File: src/design/lmpc_pkg.sv
// ----------------------------------------------------------------------------
// lmpc_pkg
// Shared types and constants of the lift motor position controller.
// ----------------------------------------------------------------------------
package lmpc_pkg;

  // Request modes
  localparam logic [1:0] MODE_START = 2'd0;
  localparam logic [1:0] MODE_PULSE = 2'd1;
  localparam logic [1:0] MODE_STOP  = 2'd2;
  localparam logic [1:0] MODE_LOAD  = 2'd3;

  // Busy levels
  localparam logic [1:0] BUSY_IDLE  = 2'd0;
  localparam logic [1:0] BUSY_CREEP = 2'd1;
  localparam logic [1:0] BUSY_SLOW  = 2'd2;
  localparam logic [1:0] BUSY_FULL  = 2'd3;

  // Configuration register indexes
  localparam logic [0:0] REG_SCALE      = 1'd0;
  localparam logic [0:0] REG_SENSOR_POS = 1'd1;

  localparam logic [15:0]        SCALE_RESET      = 16'd7700;
  localparam logic signed [15:0] SENSOR_POS_RESET = 16'sd0;

  // Division of a 31-bit magnitude by 10000: (n * SCALE_RECIP) >> SCALE_SHIFT.
  localparam logic [31:0] SCALE_RECIP = 32'd3518437209;
  localparam int          SCALE_SHIFT = 45;

  // Division of speed * 255 (at most 25500) by 100.
  localparam logic [14:0] PCT_RECIP = 15'd20972;
  localparam int          PCT_SHIFT = 21;

  localparam logic [7:0] PCT_MIN = 8'd2;
  localparam logic [7:0] PCT_MAX = 8'd100;

  localparam logic signed [15:0] END_MAX = 16'sd32767;
  localparam logic signed [15:0] END_MIN = -16'sd32768;

  localparam logic signed [16:0] SLOW_ZONE  = 17'sd154;
  localparam logic signed [16:0] CREEP_ZONE = 17'sd77;
  localparam logic [7:0]         SLOW_CAP   = 8'd50;
  localparam logic [7:0]         CREEP_CAP  = 8'd25;
  localparam logic [7:0]         DUTY_END   = 8'd1;

  typedef struct packed {
    logic [1:0]         mode;
    logic signed [15:0] target_position;
    logic [7:0]         speed_percent;
    logic               sensor_level;
    logic signed [15:0] load_value;
  } item_t;

  // Request after the scale multiply and the duty conversion
  typedef struct packed {
    logic [1:0]         mode;
    logic               start_en;
    logic [7:0]         duty;
    logic               sensor_level;
    logic signed [15:0] load_value;
    logic               neg;
    logic [30:0]        mag;
  } prod_t;

  // Request with the end count resolved, as the state stage needs it
  typedef struct packed {
    logic [1:0]         mode;
    logic               start_en;
    logic [7:0]         duty;
    logic               sensor_level;
    logic signed [15:0] load_value;
    logic signed [15:0] end_value;
  } calc_t;

endpackage

File: src/design/lmpc_cmd_if.sv
// ----------------------------------------------------------------------------
// lmpc_cmd_if
// Command channel: one request per valid/ready handshake.
// ----------------------------------------------------------------------------
interface lmpc_cmd_if;
  logic               valid;
  logic               ready;
  logic [1:0]         mode;
  logic signed [15:0] target_position;
  logic [7:0]         speed_percent;
  logic               sensor_level;
  logic signed [15:0] load_value;

  modport source (
    output valid, mode, target_position, speed_percent, sensor_level, load_value,
    input  ready
  );
  modport sink (
    input  valid, mode, target_position, speed_percent, sensor_level, load_value,
    output ready
  );
endinterface

File: src/design/lmpc_status_if.sv
// ----------------------------------------------------------------------------
// lmpc_status_if
// Status channel: one motor status report per request.
// ----------------------------------------------------------------------------
interface lmpc_status_if;
  logic               valid;
  logic               ready;
  logic [7:0]         pwm_duty;
  logic [1:0]         busy_level;
  logic               direction_up;
  logic               clock_enabled;
  logic               high_current;
  logic signed [15:0] position_count;

  modport source (
    output valid, pwm_duty, busy_level, direction_up, clock_enabled, high_current,
           position_count,
    input  ready
  );
  modport sink (
    input  valid, pwm_duty, busy_level, direction_up, clock_enabled, high_current,
           position_count,
    output ready
  );
endinterface

File: src/design/lmpc_end_calc.sv
// ----------------------------------------------------------------------------
// lmpc_end_calc
// Three-stage front end: input register, scale multiply with duty
// conversion, and division by 10000 with saturation to 16 bits.
// ----------------------------------------------------------------------------
module lmpc_end_calc (
  input  logic                  clk,
  input  logic                  rst,
  input  logic                  item_valid,
  output logic                  item_ready,
  input  lmpc_pkg::item_t       item,
  input  logic [15:0]           scale,
  output logic                  calc_valid,
  input  logic                  calc_ready,
  output lmpc_pkg::calc_t       calc
);

  logic            s1_valid, s2_valid, s3_valid;
  logic            s1_en, s2_en, s3_en;
  lmpc_pkg::item_t s1;
  lmpc_pkg::prod_t s2, s2_next;
  lmpc_pkg::calc_t s3, s3_next;

  logic signed [32:0] prod;
  logic signed [32:0] mag_wide;
  logic [6:0]         spd;
  logic [14:0]        spd_x255;
  logic [29:0]        duty_wide;
  logic [62:0]        quot_wide;
  logic [17:0]        quot;
  logic signed [18:0] quot_signed;

  // A stage loads when it is empty or its contents move on.
  assign s3_en      = !s3_valid || calc_ready;
  assign s2_en      = !s2_valid || s3_en;
  assign s1_en      = !s1_valid || s2_en;
  assign item_ready = s1_en;

  // Stage 2: target times scale, and speed percent to duty.
  always_comb begin
    prod     = 33'(s1.target_position) * $signed({17'd0, scale});
    mag_wide = (prod < 0) ? -prod : prod;
    if (s1.speed_percent < lmpc_pkg::PCT_MIN) begin
      spd = 7'(lmpc_pkg::PCT_MIN);
    end else if (s1.speed_percent > lmpc_pkg::PCT_MAX) begin
      spd = 7'(lmpc_pkg::PCT_MAX);
    end else begin
      spd = s1.speed_percent[6:0];
    end
    spd_x255  = {spd, 8'd0} - 15'(spd);
    duty_wide = 30'(spd_x255) * 30'(lmpc_pkg::PCT_RECIP);

    s2_next.mode         = s1.mode;
    s2_next.start_en     = (s1.speed_percent != 8'd0);
    s2_next.duty         = duty_wide[lmpc_pkg::PCT_SHIFT +: 8];
    s2_next.sensor_level = s1.sensor_level;
    s2_next.load_value   = s1.load_value;
    s2_next.neg          = (prod < 0);
    s2_next.mag          = mag_wide[30:0];
  end

  // Stage 3: truncating division by 10000, then saturation.
  always_comb begin
    quot_wide   = 63'(s2.mag) * 63'(lmpc_pkg::SCALE_RECIP);
    quot        = quot_wide[lmpc_pkg::SCALE_SHIFT +: 18];
    quot_signed = s2.neg ? -$signed({1'b0, quot}) : $signed({1'b0, quot});

    s3_next.mode         = s2.mode;
    s3_next.start_en     = s2.start_en;
    s3_next.duty         = s2.duty;
    s3_next.sensor_level = s2.sensor_level;
    s3_next.load_value   = s2.load_value;
    if (quot_signed > 19'(lmpc_pkg::END_MAX)) begin
      s3_next.end_value = lmpc_pkg::END_MAX;
    end else if (quot_signed < 19'(lmpc_pkg::END_MIN)) begin
      s3_next.end_value = lmpc_pkg::END_MIN;
    end else begin
      s3_next.end_value = quot_signed[15:0];
    end
  end

  always_ff @(posedge clk) begin
    if (rst) begin
      s1_valid <= 1'b0;
      s2_valid <= 1'b0;
      s3_valid <= 1'b0;
    end else begin
      if (s1_en) s1_valid <= item_valid;
      if (s2_en) s2_valid <= s1_valid;
      if (s3_en) s3_valid <= s2_valid;
    end
  end

  always_ff @(posedge clk) begin
    if (s1_en && item_valid) s1 <= item;
    if (s2_en && s1_valid)   s2 <= s2_next;
    if (s3_en && s2_valid)   s3 <= s3_next;
  end

  assign calc_valid = s3_valid;
  assign calc       = s3;

endmodule

File: src/design/lmpc_core.sv
// ----------------------------------------------------------------------------
// lmpc_core
// Motor state: start, tacho pulse, stop and load, with the status register.
// ----------------------------------------------------------------------------
module lmpc_core (
  input  logic                  clk,
  input  logic                  rst,
  input  logic signed [15:0]    sensor_pos,
  input  logic                  calc_valid,
  output logic                  calc_ready,
  input  lmpc_pkg::calc_t       calc,
  lmpc_status_if.source         status
);

  logic signed [15:0] position, position_next;
  logic signed [15:0] end_position, end_position_next;
  logic [7:0]         duty_level, duty_level_next;
  logic [7:0]         pwm_output, pwm_output_next;
  logic [1:0]         busy, busy_next;
  logic               moving_up, moving_up_next;
  logic               last_sensor, last_sensor_next;
  logic               clock_on, clock_on_next;
  logic               drive_high, drive_high_next;

  logic               out_valid;
  logic               take;
  logic signed [15:0] pos_base;
  logic signed [15:0] step_pos;
  logic signed [16:0] remaining;

  assign calc_ready = !out_valid || status.ready;
  assign take       = calc_valid && calc_ready;

  // Pulse: resync on a sensor change, step, and measure the distance left.
  always_comb begin
    pos_base  = (calc.sensor_level != last_sensor) ? sensor_pos : position;
    step_pos  = moving_up ? (pos_base + 16'sd1) : (pos_base - 16'sd1);
    remaining = moving_up ? (17'(end_position) - 17'(step_pos))
                          : (17'(step_pos) - 17'(end_position));
  end

  always_comb begin
    position_next     = position;
    end_position_next = end_position;
    duty_level_next   = duty_level;
    pwm_output_next   = pwm_output;
    busy_next         = busy;
    moving_up_next    = moving_up;
    last_sensor_next  = last_sensor;
    clock_on_next     = clock_on;
    drive_high_next   = drive_high;

    unique case (calc.mode)
      lmpc_pkg::MODE_START: begin
        if (calc.start_en) begin
          end_position_next = calc.end_value;
          last_sensor_next  = calc.sensor_level;
          duty_level_next   = calc.duty;
          if (position != calc.end_value) begin
            moving_up_next  = (position < calc.end_value);
            drive_high_next = 1'b1;
            pwm_output_next = calc.duty;
            busy_next       = lmpc_pkg::BUSY_FULL;
            clock_on_next   = 1'b1;
          end
        end
      end
      lmpc_pkg::MODE_PULSE: begin
        if (clock_on) begin
          last_sensor_next = calc.sensor_level;
          position_next    = step_pos;
          if (remaining <= lmpc_pkg::SLOW_ZONE) begin
            if (remaining <= lmpc_pkg::CREEP_ZONE) begin
              busy_next = lmpc_pkg::BUSY_CREEP;
              if (duty_level > lmpc_pkg::CREEP_CAP) duty_level_next = lmpc_pkg::CREEP_CAP;
            end else begin
              busy_next = lmpc_pkg::BUSY_SLOW;
              if (duty_level > lmpc_pkg::SLOW_CAP) duty_level_next = lmpc_pkg::SLOW_CAP;
            end
            pwm_output_next = duty_level_next;
          end
          // End reached or passed: park the motor at the end duty of 1.
          if (remaining <= 17'sd0) begin
            busy_next       = lmpc_pkg::BUSY_IDLE;
            clock_on_next   = 1'b0;
            drive_high_next = 1'b0;
            duty_level_next = lmpc_pkg::DUTY_END;
            pwm_output_next = lmpc_pkg::DUTY_END;
          end
        end
      end
      lmpc_pkg::MODE_STOP: begin
        pwm_output_next = 8'd0;
        busy_next       = lmpc_pkg::BUSY_IDLE;
        clock_on_next   = 1'b0;
        drive_high_next = 1'b0;
      end
      lmpc_pkg::MODE_LOAD: begin
        position_next = calc.load_value;
      end
    endcase
  end

  always_ff @(posedge clk) begin
    if (rst) begin
      position     <= 16'sd0;
      end_position <= 16'sd0;
      duty_level   <= 8'd0;
      pwm_output   <= 8'd0;
      busy         <= lmpc_pkg::BUSY_IDLE;
      moving_up    <= 1'b1;
      last_sensor  <= 1'b0;
      clock_on     <= 1'b0;
      drive_high   <= 1'b0;
      out_valid    <= 1'b0;
    end else begin
      if (take) begin
        position     <= position_next;
        end_position <= end_position_next;
        duty_level   <= duty_level_next;
        pwm_output   <= pwm_output_next;
        busy         <= busy_next;
        moving_up    <= moving_up_next;
        last_sensor  <= last_sensor_next;
        clock_on     <= clock_on_next;
        drive_high   <= drive_high_next;
        out_valid    <= 1'b1;
      end else if (status.ready) begin
        out_valid    <= 1'b0;
      end
    end
  end

  always_ff @(posedge clk) begin
    if (take) begin
      status.pwm_duty       <= pwm_output_next;
      status.busy_level     <= busy_next;
      status.direction_up   <= moving_up_next;
      status.clock_enabled  <= clock_on_next;
      status.high_current   <= drive_high_next;
      status.position_count <= position_next;
    end
  end

  assign status.valid = out_valid;

  // The motor clock, high current and a nonzero busy level always go together.
  a_clock_busy: assert property (@(posedge clk) disable iff (rst)
    (clock_on == (busy != lmpc_pkg::BUSY_IDLE)) && (drive_high == clock_on))
    else $error("clock enable, drive current and busy level disagree");

  // A pending status report always mirrors the current state.
  a_status_state: assert property (@(posedge clk) disable iff (rst)
    out_valid |-> (status.position_count == position) && (status.clock_enabled == clock_on)
                  && (status.pwm_duty == pwm_output) && (status.busy_level == busy))
    else $error("status report does not match motor state");

  // A stop request leaves the motor halted with zero duty.
  a_stop_halts: assert property (@(posedge clk) disable iff (rst)
    (take && calc.mode == lmpc_pkg::MODE_STOP) |=> (!clock_on && pwm_output == 8'd0))
    else $error("stop request did not halt the motor");

endmodule

File: src/design/lift_motor_position_controller_top.sv
// ----------------------------------------------------------------------------
// lift_motor_position_controller_top
// Lift motor position controller: turns start, tacho pulse, stop and load
// requests into PWM duty, direction and drive status.
//
//   channel  | kind         | content
//   ---------+--------------+-------------------------------------------------
//   cmd      | valid/ready  | mode, target_position, speed_percent,
//            |              | sensor_level, load_value
//   status   | valid/ready  | pwm_duty, busy_level, direction_up,
//            |              | clock_enabled, high_current, position_count
//   cfg      | write only   | cfg_write, cfg_index, cfg_data
//
// One request per cycle while the status output does not stall; its status is
// registered after the input register, scale multiply, divide by 10000 and state update.
// The motor state is updated once per request in the last stage only.
// A stalled status output holds every full stage with no empty stage after it; empty stages still fill.
// Reset is synchronous and restores the register defaults and the idle state.
// ----------------------------------------------------------------------------
module lift_motor_position_controller_top (
  input  logic               clk,
  input  logic               rst,
  input  logic               cfg_write,
  input  logic [0:0]         cfg_index,
  input  logic [15:0]        cfg_data,
  lmpc_cmd_if.sink           cmd,
  lmpc_status_if.source      status
);

  logic [15:0]        scale;
  logic signed [15:0] sensor_pos;
  lmpc_pkg::item_t    item;
  lmpc_pkg::calc_t    calc;
  logic               calc_valid;
  logic               calc_ready;

  always_ff @(posedge clk) begin
    if (rst) begin
      scale      <= lmpc_pkg::SCALE_RESET;
      sensor_pos <= lmpc_pkg::SENSOR_POS_RESET;
    end else if (cfg_write) begin
      unique case (cfg_index)
        lmpc_pkg::REG_SCALE:      scale      <= cfg_data;
        lmpc_pkg::REG_SENSOR_POS: sensor_pos <= $signed(cfg_data);
      endcase
    end
  end

  always_comb begin
    item.mode            = cmd.mode;
    item.target_position = cmd.target_position;
    item.speed_percent   = cmd.speed_percent;
    item.sensor_level    = cmd.sensor_level;
    item.load_value      = cmd.load_value;
  end

  lmpc_end_calc u_end_calc (
    .clk        (clk),
    .rst        (rst),
    .item_valid (cmd.valid),
    .item_ready (cmd.ready),
    .item       (item),
    .scale      (scale),
    .calc_valid (calc_valid),
    .calc_ready (calc_ready),
    .calc       (calc)
  );

  lmpc_core u_core (
    .clk        (clk),
    .rst        (rst),
    .sensor_pos (sensor_pos),
    .calc_valid (calc_valid),
    .calc_ready (calc_ready),
    .calc       (calc),
    .status     (status)
  );

endmodule

File: src/flat_wrapper.sv
// flat-port wrapper written by rule: the top's interface ports become plain ports
module lift_motor_position_controller_top_flat 
  (clk, rst, cfg_write, cfg_index, cfg_data, cmd_valid, cmd_mode, cmd_target_position, cmd_speed_percent, cmd_sensor_level, cmd_load_value, cmd_ready, status_valid, status_pwm_duty, status_busy_level, status_direction_up, status_clock_enabled, status_high_current, status_position_count, status_ready);
  lmpc_cmd_if cmd_i ();
  lmpc_status_if status_i ();
  input  logic clk;
  input  logic rst;
  input  logic cfg_write;
  input  logic [0:0] cfg_index;
  input  logic [15:0] cfg_data;
  input wire logic [$bits(cmd_i.valid)-1:0] cmd_valid;
  input wire logic [$bits(cmd_i.mode)-1:0] cmd_mode;
  input wire logic [$bits(cmd_i.target_position)-1:0] cmd_target_position;
  input wire logic [$bits(cmd_i.speed_percent)-1:0] cmd_speed_percent;
  input wire logic [$bits(cmd_i.sensor_level)-1:0] cmd_sensor_level;
  input wire logic [$bits(cmd_i.load_value)-1:0] cmd_load_value;
  output wire logic [$bits(cmd_i.ready)-1:0] cmd_ready;
  output wire logic [$bits(status_i.valid)-1:0] status_valid;
  output wire logic [$bits(status_i.pwm_duty)-1:0] status_pwm_duty;
  output wire logic [$bits(status_i.busy_level)-1:0] status_busy_level;
  output wire logic [$bits(status_i.direction_up)-1:0] status_direction_up;
  output wire logic [$bits(status_i.clock_enabled)-1:0] status_clock_enabled;
  output wire logic [$bits(status_i.high_current)-1:0] status_high_current;
  output wire logic [$bits(status_i.position_count)-1:0] status_position_count;
  input wire logic [$bits(status_i.ready)-1:0] status_ready;
  assign cmd_i.valid = cmd_valid;
  assign cmd_i.mode = cmd_mode;
  assign cmd_i.target_position = cmd_target_position;
  assign cmd_i.speed_percent = cmd_speed_percent;
  assign cmd_i.sensor_level = cmd_sensor_level;
  assign cmd_i.load_value = cmd_load_value;
  assign cmd_ready = cmd_i.ready;
  assign status_valid = status_i.valid;
  assign status_pwm_duty = status_i.pwm_duty;
  assign status_busy_level = status_i.busy_level;
  assign status_direction_up = status_i.direction_up;
  assign status_clock_enabled = status_i.clock_enabled;
  assign status_high_current = status_i.high_current;
  assign status_position_count = status_i.position_count;
  assign status_i.ready = status_ready;
  lift_motor_position_controller_top u_core (.clk(clk), .rst(rst), .cfg_write(cfg_write), .cfg_index(cfg_index), .cfg_data(cfg_data), .cmd(cmd_i), .status(status_i));
endmodule
File: config.mk
export PLATFORM = sky130hd
export DESIGN_NAME = lift_motor_position_controller_top_flat
export DESIGN_NICKNAME = d
export VERILOG_FILES = /design/src/design/lmpc_pkg.sv /design/src/design/lmpc_cmd_if.sv /design/src/design/lmpc_status_if.sv /design/src/design/lmpc_end_calc.sv /design/src/design/lmpc_core.sv /design/src/design/lift_motor_position_controller_top.sv /design/src/flat_wrapper.sv
export SDC_FILE = /design/constraint.sdc
export NUM_CORES = 2
export LEC_CHECK = 0
export BUFFER_PORTS_ARGS = -buffer_cell sky130_fd_sc_hd__buf_2
export CAP_MARGIN = 0
export CORE_MARGIN = 2
export CORE_UTILIZATION = 25
export CTS_BUF_LIST = sky130_fd_sc_hd__clkbuf_8
export DETAILED_ROUTE_END_ITERATION = 16
export PLACE_DENSITY_LB_ADDON = 0.1
export SLEW_MARGIN = 20
export SYNTH_ARGS = -nofsm -noshare
export SYNTH_HDL_FRONTEND = slang
export SYNTH_SLANG_ARGS = --single-unit
File: constraint.sdc
create_clock -name clk -period 12 [get_ports clk]
set_input_delay 0 -clock clk [delete_from_list [all_inputs] [get_ports clk]]
set_output_delay 0 -clock clk [all_outputs]
set_load 0.005 [all_outputs]
# ---- After elaboration in Yosys (flattened, before gate mapping)
# Index checks and enable logic that the tools add are counted.
dict set report op_classes {
  add_sub_neg 7
  mul 3
  div_mod_pow 0
  order_cmp 11
  eq_ne 8
  shifts 0
  muxes 49
  bitwise_logic 1
  reduce_logical 21
}
# op n
set ops {}
lappend ops {{2-to-1 mux 8 bit} 12}
lappend ops {{2-to-1 mux 16 bit} 4}
lappend ops {{multiplier 31 x 32 -> 63 bit, second input constant} 1}
lappend ops {{subtractor 16 x 16 -> 17 bit} 2}
lappend ops {{less-than comparator 33 x 1 -> 1 bit, second input constant} 1}
lappend ops {{multiplier 16 x 17 -> 33 bit} 1}
lappend ops {{one-hot mux 16 bit (2 select lines)} 1}
lappend ops {{2-to-1 mux 31 bit} 1}
lappend ops {{negation 31 bit} 1}
lappend ops {{multiplier 15 x 13 -> 27 bit, second input constant} 1}
lappend ops {{one-hot mux 8 bit (3 select lines)} 1}
lappend ops {{greater-than comparator 19 x 16 -> 1 bit, second input constant} 1}
lappend ops {{less-than comparator 19 x 16 -> 1 bit, second input constant} 1}
lappend ops {{2-to-1 mux 19 bit} 1}
lappend ops {{negation 18 -> 19 bit} 1}
lappend ops {{less-or-equal comparator 17 x 1 -> 1 bit, second input constant} 1}
lappend ops {{less-or-equal comparator 17 x 8 -> 1 bit, second input constant} 1}
lappend ops {{less-or-equal comparator 17 x 9 -> 1 bit, second input constant} 1}
lappend ops {{2-to-1 mux 17 bit} 1}
lappend ops {{adder 16 x 2 -> 16 bit, second input constant} 1}
lappend ops {{less-than comparator 16 bit} 1}
lappend ops {{inequality test 16 bit} 1}
lappend ops {{one-hot mux 8 bit (2 select lines)} 1}
lappend ops {{subtractor 16 x 2 -> 16 bit, second input constant} 1}
lappend ops {{28 further kinds} 61}
dict set report totals {
  register_bits 266
  latchBits 0
  ram_bits 0
  mem_bits_ro 0
  in_bits 65
  output_inout_bits 31
  elab_cells 139
  mem_count 0
}

# ---- Logic depth before layout (Yosys ltp)
dict set report depth {
  ltp_word 12
  mapped_depth 32
  mapped_depth_nobuf 31
}

# ---- Modules after synthesis
# A second synthesis with hierarchy kept.
dict set report unflattened {
  cells_unflattened 4510
  hier_area_um2 43857.1
}
# module n_inst cells_each area_each_um2 seq_area_each_um2
set by_module_without_submodules {}
lappend by_module_without_submodules {lmpc_end_calc 1 3483 35381.4 4474.3}
lappend by_module_without_submodules {lmpc_core 1 894 7108.1 1971.9}
lappend by_module_without_submodules {lift_motor_position_controller_top 1 133 1367.6 640.6}

# ---- Worst setup path before layout
# Ideal clock, no wire load.
dict set report synth_timing {
  path_type {flip-flop to flip-flop}
  start {register u_core.u_end_calc.s2[25] (netlist name)}
  end {register u_core.u_end_calc.s3 (netlist bit u_core.u_end_calc.calc[5]) (data pin)}
  setup_time_ns 0.274
  arrival_time_ns 8.411
  required_time_ns 11.726
  slack_ns 3.315
  stages_incl_launch_ff 27
  n_path_buf 1
  synth_period_minus_slack_ns 8.685
  path_cell_list {edfxtp_1 > fa_1 > fa_1 > fa_1 > inv_1 > fa_1 > inv_1 > fa_1 > fa_1 > fa_1 > inv_1 > fa_1 > inv_1 > ha_1 > and4_1 > and3_1 > a221o_1 > a211oi_1 > a21oi_1 > or3_1 > a222oi_1 > nand4b_2 > o41ai_2 > xor2_1 > a21boi_2 > buf_4 > o22ai_1}
}
dict set report synth_between {
  elab_chain_cells 5
  elab_cells_between_ends 6
  cone_classes {1 x add/sub; 1 x mul; 2 x order compare; 2 x mux}
}
# item line_no
set synth_lines {}
lappend synth_lines {{start: declaration} lmpc_end_calc.sv:21} ;# lmpc_pkg::prod_t s2, s2_next;
lappend synth_lines {{start signal: assignment} lmpc_end_calc.sv:96} ;# if (s2_en && s1_valid) s2 <= s2_next;
lappend synth_lines {{multiplier 31 x 32 -> 63 bit *} lmpc_end_calc.sv:64} ;# quot_wide = 63'(s2.mag) * 63'(lmpc_pkg::SCALE_RECIP);
lappend synth_lines {{negation 18 -> 19 bit} lmpc_end_calc.sv:66} ;# quot_signed = s2.neg ? -$signed({1'b0, quot}) : $signed({1'b0, quot});
lappend synth_lines {{2-to-1 mux 19 bit *} lmpc_end_calc.sv:66}
lappend synth_lines {{less-than comparator 19 x 16 -> 1 bit} lmpc_end_calc.sv:75} ;# end else if (quot_signed < 19'(lmpc_pkg::END_MIN)) begin
lappend synth_lines {{2-to-1 mux 16 bit} lmpc_end_calc.sv:75}
lappend synth_lines {{end signal: assignment} lmpc_end_calc.sv:97} ;# if (s3_en && s2_valid) s3 <= s3_next;
lappend synth_lines {{end: declaration} lmpc_end_calc.sv:22} ;# lmpc_pkg::calc_t s3, s3_next;
# Mark *: on every way between the ends. The rest lies on a longest branch, timed or not.
# A chain may end at the register's enable or synchronous reset.

# ---- Final worst setup path
dict set report layout_timing {
  start {register u_core.u_end_calc.s2[11] (netlist name)}
  end {register u_core.u_end_calc.s3 (netlist bit u_core.u_end_calc.calc[8]) (data pin)}
}
# The elaborated chain is that of the path after synthesis.

==> flow_summary.toml <==
[outcome]
outcome = "finished clean"

[routing]
drcViolationCount = 0
drtAntennaViolNets = 0
routed_wire_length_per_instance_um = 20.5
finalWirelength_um = 144000
total_via_count_after_detailed_routing = 30900
first_pass_iters = 5
first_iteration_detailed_routing_drc_count = 1607
vias_per_cell = 4.40

[final_layout]
multi_input_area_mm2 = 0.0316
most-common-layout-cells = "1097 x sky130_fd_sc_hd__inv_1, 686 x sky130_fd_sc_hd__fa_1, 642 x sky130_fd_sc_hd__ha_1, 399 x sky130_fd_sc_hd__nand2_1, 201 x sky130_fd_sc_hd__a21oi_1"
stdcell_count = 7019
fillCellCount = 18400
final-seq-area_mm2 = 0.00709
drive_gt1_frac = 0.0542
area_overhead_of_the_layout_relative_to_synthesis_pct = 13.1
nets = 6054
mostFrequentLayoutCell = "sky130_fd_sc_hd__inv_1"

[floorplanning]
initial_utilization = 0.251
num_rows = 152
floorplan.die.height_um = 419
floorplan.io_pins = 96
horizontal_extent_of_the_die_um = 419
placeableCoreArea_mm2 = 0.171
design.die.area_mm2 = 0.176

[worst_hold_path]
hold_path_end = "u_core.u_end_calc.s1[31]"
min_path_cells = 2
holdCritPathClass = "in -> reg"
hold_path.startpoint = "cmd_target_position[6]"

[synthesis]
proportion_of_netlist_area_held_by_the_largest_area_contributor = 0.319
avg_inst_size_synth_um2 = 9.66
edff_count_synth = 176
synth_top_family_by_area = "adder cells"
most_area_consuming_cells_after_synthesis = "sky130_fd_sc_hd__fa_1 32%, sky130_fd_sc_hd__ha_1 19%, sky130_fd_sc_hd__edfxtp_1 12%, sky130_fd_sc_hd__inv_1 9.4%, sky130_fd_sc_hd__dfxtp_1 4.2%"
yosys.cell_types.count = 81
synth_area_leader_cell = "sky130_fd_sc_hd__fa_1"
synth.yosys.seq_area_share = 0.164
ys.warnings.count = 0
synth_compound_gate_area_share = 0.0948
synth_xor_xnor_area_share = 0.0246
synthesized_area_fraction_occupied_by_adder_cells = 0.505
ys_ff_latch = 266
synth.cell_area_mm2 = 0.0431
post_synth_and_or_nand_nor_area_fraction = 0.101
synth_cells = 4458
ys.flop_type = "sky130_fd_sc_hd__edfxtp_1"
synthMuxAreaShare = 0.00697
async_flop_share = 0

[cts]
htree_levels = 2
clock_latency_ns = 0.70
post_cts_resized = 0
clock_tree_from_tritoncts = "built"
cts_sinks = 266
cts.root.buffer_cell = "sky130_fd_sc_hd__clkbuf_8"
post_cts.repair.setup_buffers = 0
ctsHoldBuffers = 113
clock_path_buffers = 3
cts-buffers-inserted = 54
worst_setup_hold_path_clk_slew_ns = 0.06

[grt]
grt_use_met3 = 0.0207
grt_use_met1 = 0.231
track_usage = 0.169
grt_pass1_wl_um = 221000
grt_total_ovfl = 0
groute.layer.met2.usage = 0.274
grt_pass1_vias = 34000
number_of_antenna_violations_at_the_first_check_in_global_routing = 7
top_usage_layer = "met2"
pin_count_of_the_biggest_net_entering_global_routing = 59

[job]
drv_cap = 0

[setup_path]
critical_path_peak_fanout = 15
path_delay_family = "adder cells"
worstPathArrival_ns = 10.82
timing.rr.start = "u_core.u_end_calc.s2[11]"
crit_path_end_kind = "flip-flop"
cp.required_ns = 12.42
critical_path.reg2reg.endpoint = "u_core.u_end_calc.calc[8]"
timing.critical_path.slowest_cell_delay_ns = 0.79
critPathSlowestCell = "sky130_fd_sc_hd__a211oi_1"
setup.reg_to_reg.worst_slack_ns = 1.60
worst_r2r_path_depth = 28
worstPathBufferInverterCount = 7
timing.critical_path.from_type = "flip-flop"
timing.setup.critical_path_class = "reg -> reg"

[placed_design]
io_buffer_count = 95
post-place-cells = 6802
gpl.final_weighted_congestion = 0.867
hpwl_um = 122000
place_worst_setup_slack_ns = 1.51

[timing]
finalSetupViolCount = 0
tightestPinTransition_ns = 1.05
timing.clock.skew_ns = 0.0477
report.final.slew_viol_count = 0
postLayoutSetupSlackWorst_ns = 1.60
fin_setup_tns_ns = 0
rsz0062_at_grt = "false"
fin_crit_sh = 0.867
fin_crit_ns = 10.40
peak_freq_ghz = 0.0961
report.final.hold_viol_count = 0
slew_headroom = 0.285
==> metal layers <==
layer | wire length [um] | vias up | part of all wire
met4 | 5470 | 0 | 0.038
met3 | 5220 | 152 | 0.036
li1 | - | 14700 | -
met1 | 66300 | 15500 | 0.46
met5 | 0 | - | 0
met2 | 66600 | 492 | 0.46
==> flip-flops by register name, summed over array words and instances (netlist names), 2 cells and up <==
register / cells
u_core.sensor_pos: 16
u_core.u_core.status.pwm_duty: 8
u_core.u_end_calc.s1: 43
u_core.u_core.position: 16
u_core.u_core.duty_level: 8
u_core.u_core.status.position_count: 16
u_core.u_end_calc.calc: 44
u_core.u_core.pwm_output: 8
u_core.u_core.busy: 2
u_core.u_core.end_position: 16
u_core.u_core.status.busy_level: 2
u_core.scale: 16
u_core.u_end_calc.s2: 60
==> how the worst max path moves through the flow <==
stage                             start                    endpoint  slack [ns]  cells after the start
6_report       u_core.u_end_calc.s2[11]   u_core.u_end_calc.calc[8]        1.60                     28
5_1_grt        u_core.u_end_calc.s2[11]   u_core.u_end_calc.calc[8]        0.90                     28
4_1_cts        u_core.u_end_calc.s2[11]   u_core.u_end_calc.calc[8]        1.51                     28
3_5_place_dp   u_core.u_end_calc.s2[11]  u_core.u_end_calc.calc[14]        1.51                     28
3_3_place_gp   u_core.u_end_calc.s2[11]   u_core.u_end_calc.calc[6]        1.48                     28
2_1_floorplan  u_core.u_end_calc.s2[25]   u_core.u_end_calc.calc[5]        3.32                     26
==> cell type report <==
class	count	area share
clock buffer	61	0.0172
inverter	1086	0.0837
multi-input combinational	3014	0.649
sequential	266	0.145
tap	2310	0.0593
clock inverter	40	0.00704
timing repair buffer	239	0.0378
antenna	3	0.000154
==> Yosys cell counts, drive strengths merged, types with 12 or more instances <==
library cell  instances
a21oi               202
ha                  642
mux2                 16
a31oi                25
nor2                123
and2                108
fa                  686
nand2               399
a211oi               25
edfxtp              176
or3                  23
nand4                26
xnor2                83
nor2b                16
xor2                 38
a21o                 56
a311oi               12
o22ai                19
o21bai               16
o21ai                97
o211ai               25
and3                 26
dfxtp                90
o21a                 27
a22oi                14
clkbuf               90
nor3                 48
inv                1084
nand3                37
nand2b               42
mux2i                12
nand3b               12
==> through the flow <==
step           hold WS, ns  utilization  cell area [um^2]
4_1_cts            0.00517        0.284             48700
2_1_floorplan       0.0989            -             43100
5_1_grt             0.0327        0.284             48700
3_5_place_dp         0.178        0.271             46400
3_3_place_gp         0.177        0.271             46400
6_report            0.0818        0.284             48700
==> worst reg2reg max path: cells and delay by family, from the launching register on <==
kind	cells	cell delay [ns]
flops	1	0.62
simple gates	5	1.57
compound gates	5	2.18
buf+inv	7	0.73
xor+xnor	1	0.26
fa+ha+maj	10	4.76
==> logic make-up after synthesis <==
| group | count (synthesis) |
|---|---|
| fa+ha+maj | 1328 |
| compound gates | 625 |
| flops | 266 |
| other cells | 2 |
| mux | 28 |
| buf+inv | 1182 |
| simple gates | 906 |
| xor+xnor | 121 |
Power is left out: the tool's default activity adds up to more than one toggle a clock period on the data nets, which glitch-free logic cannot reach.
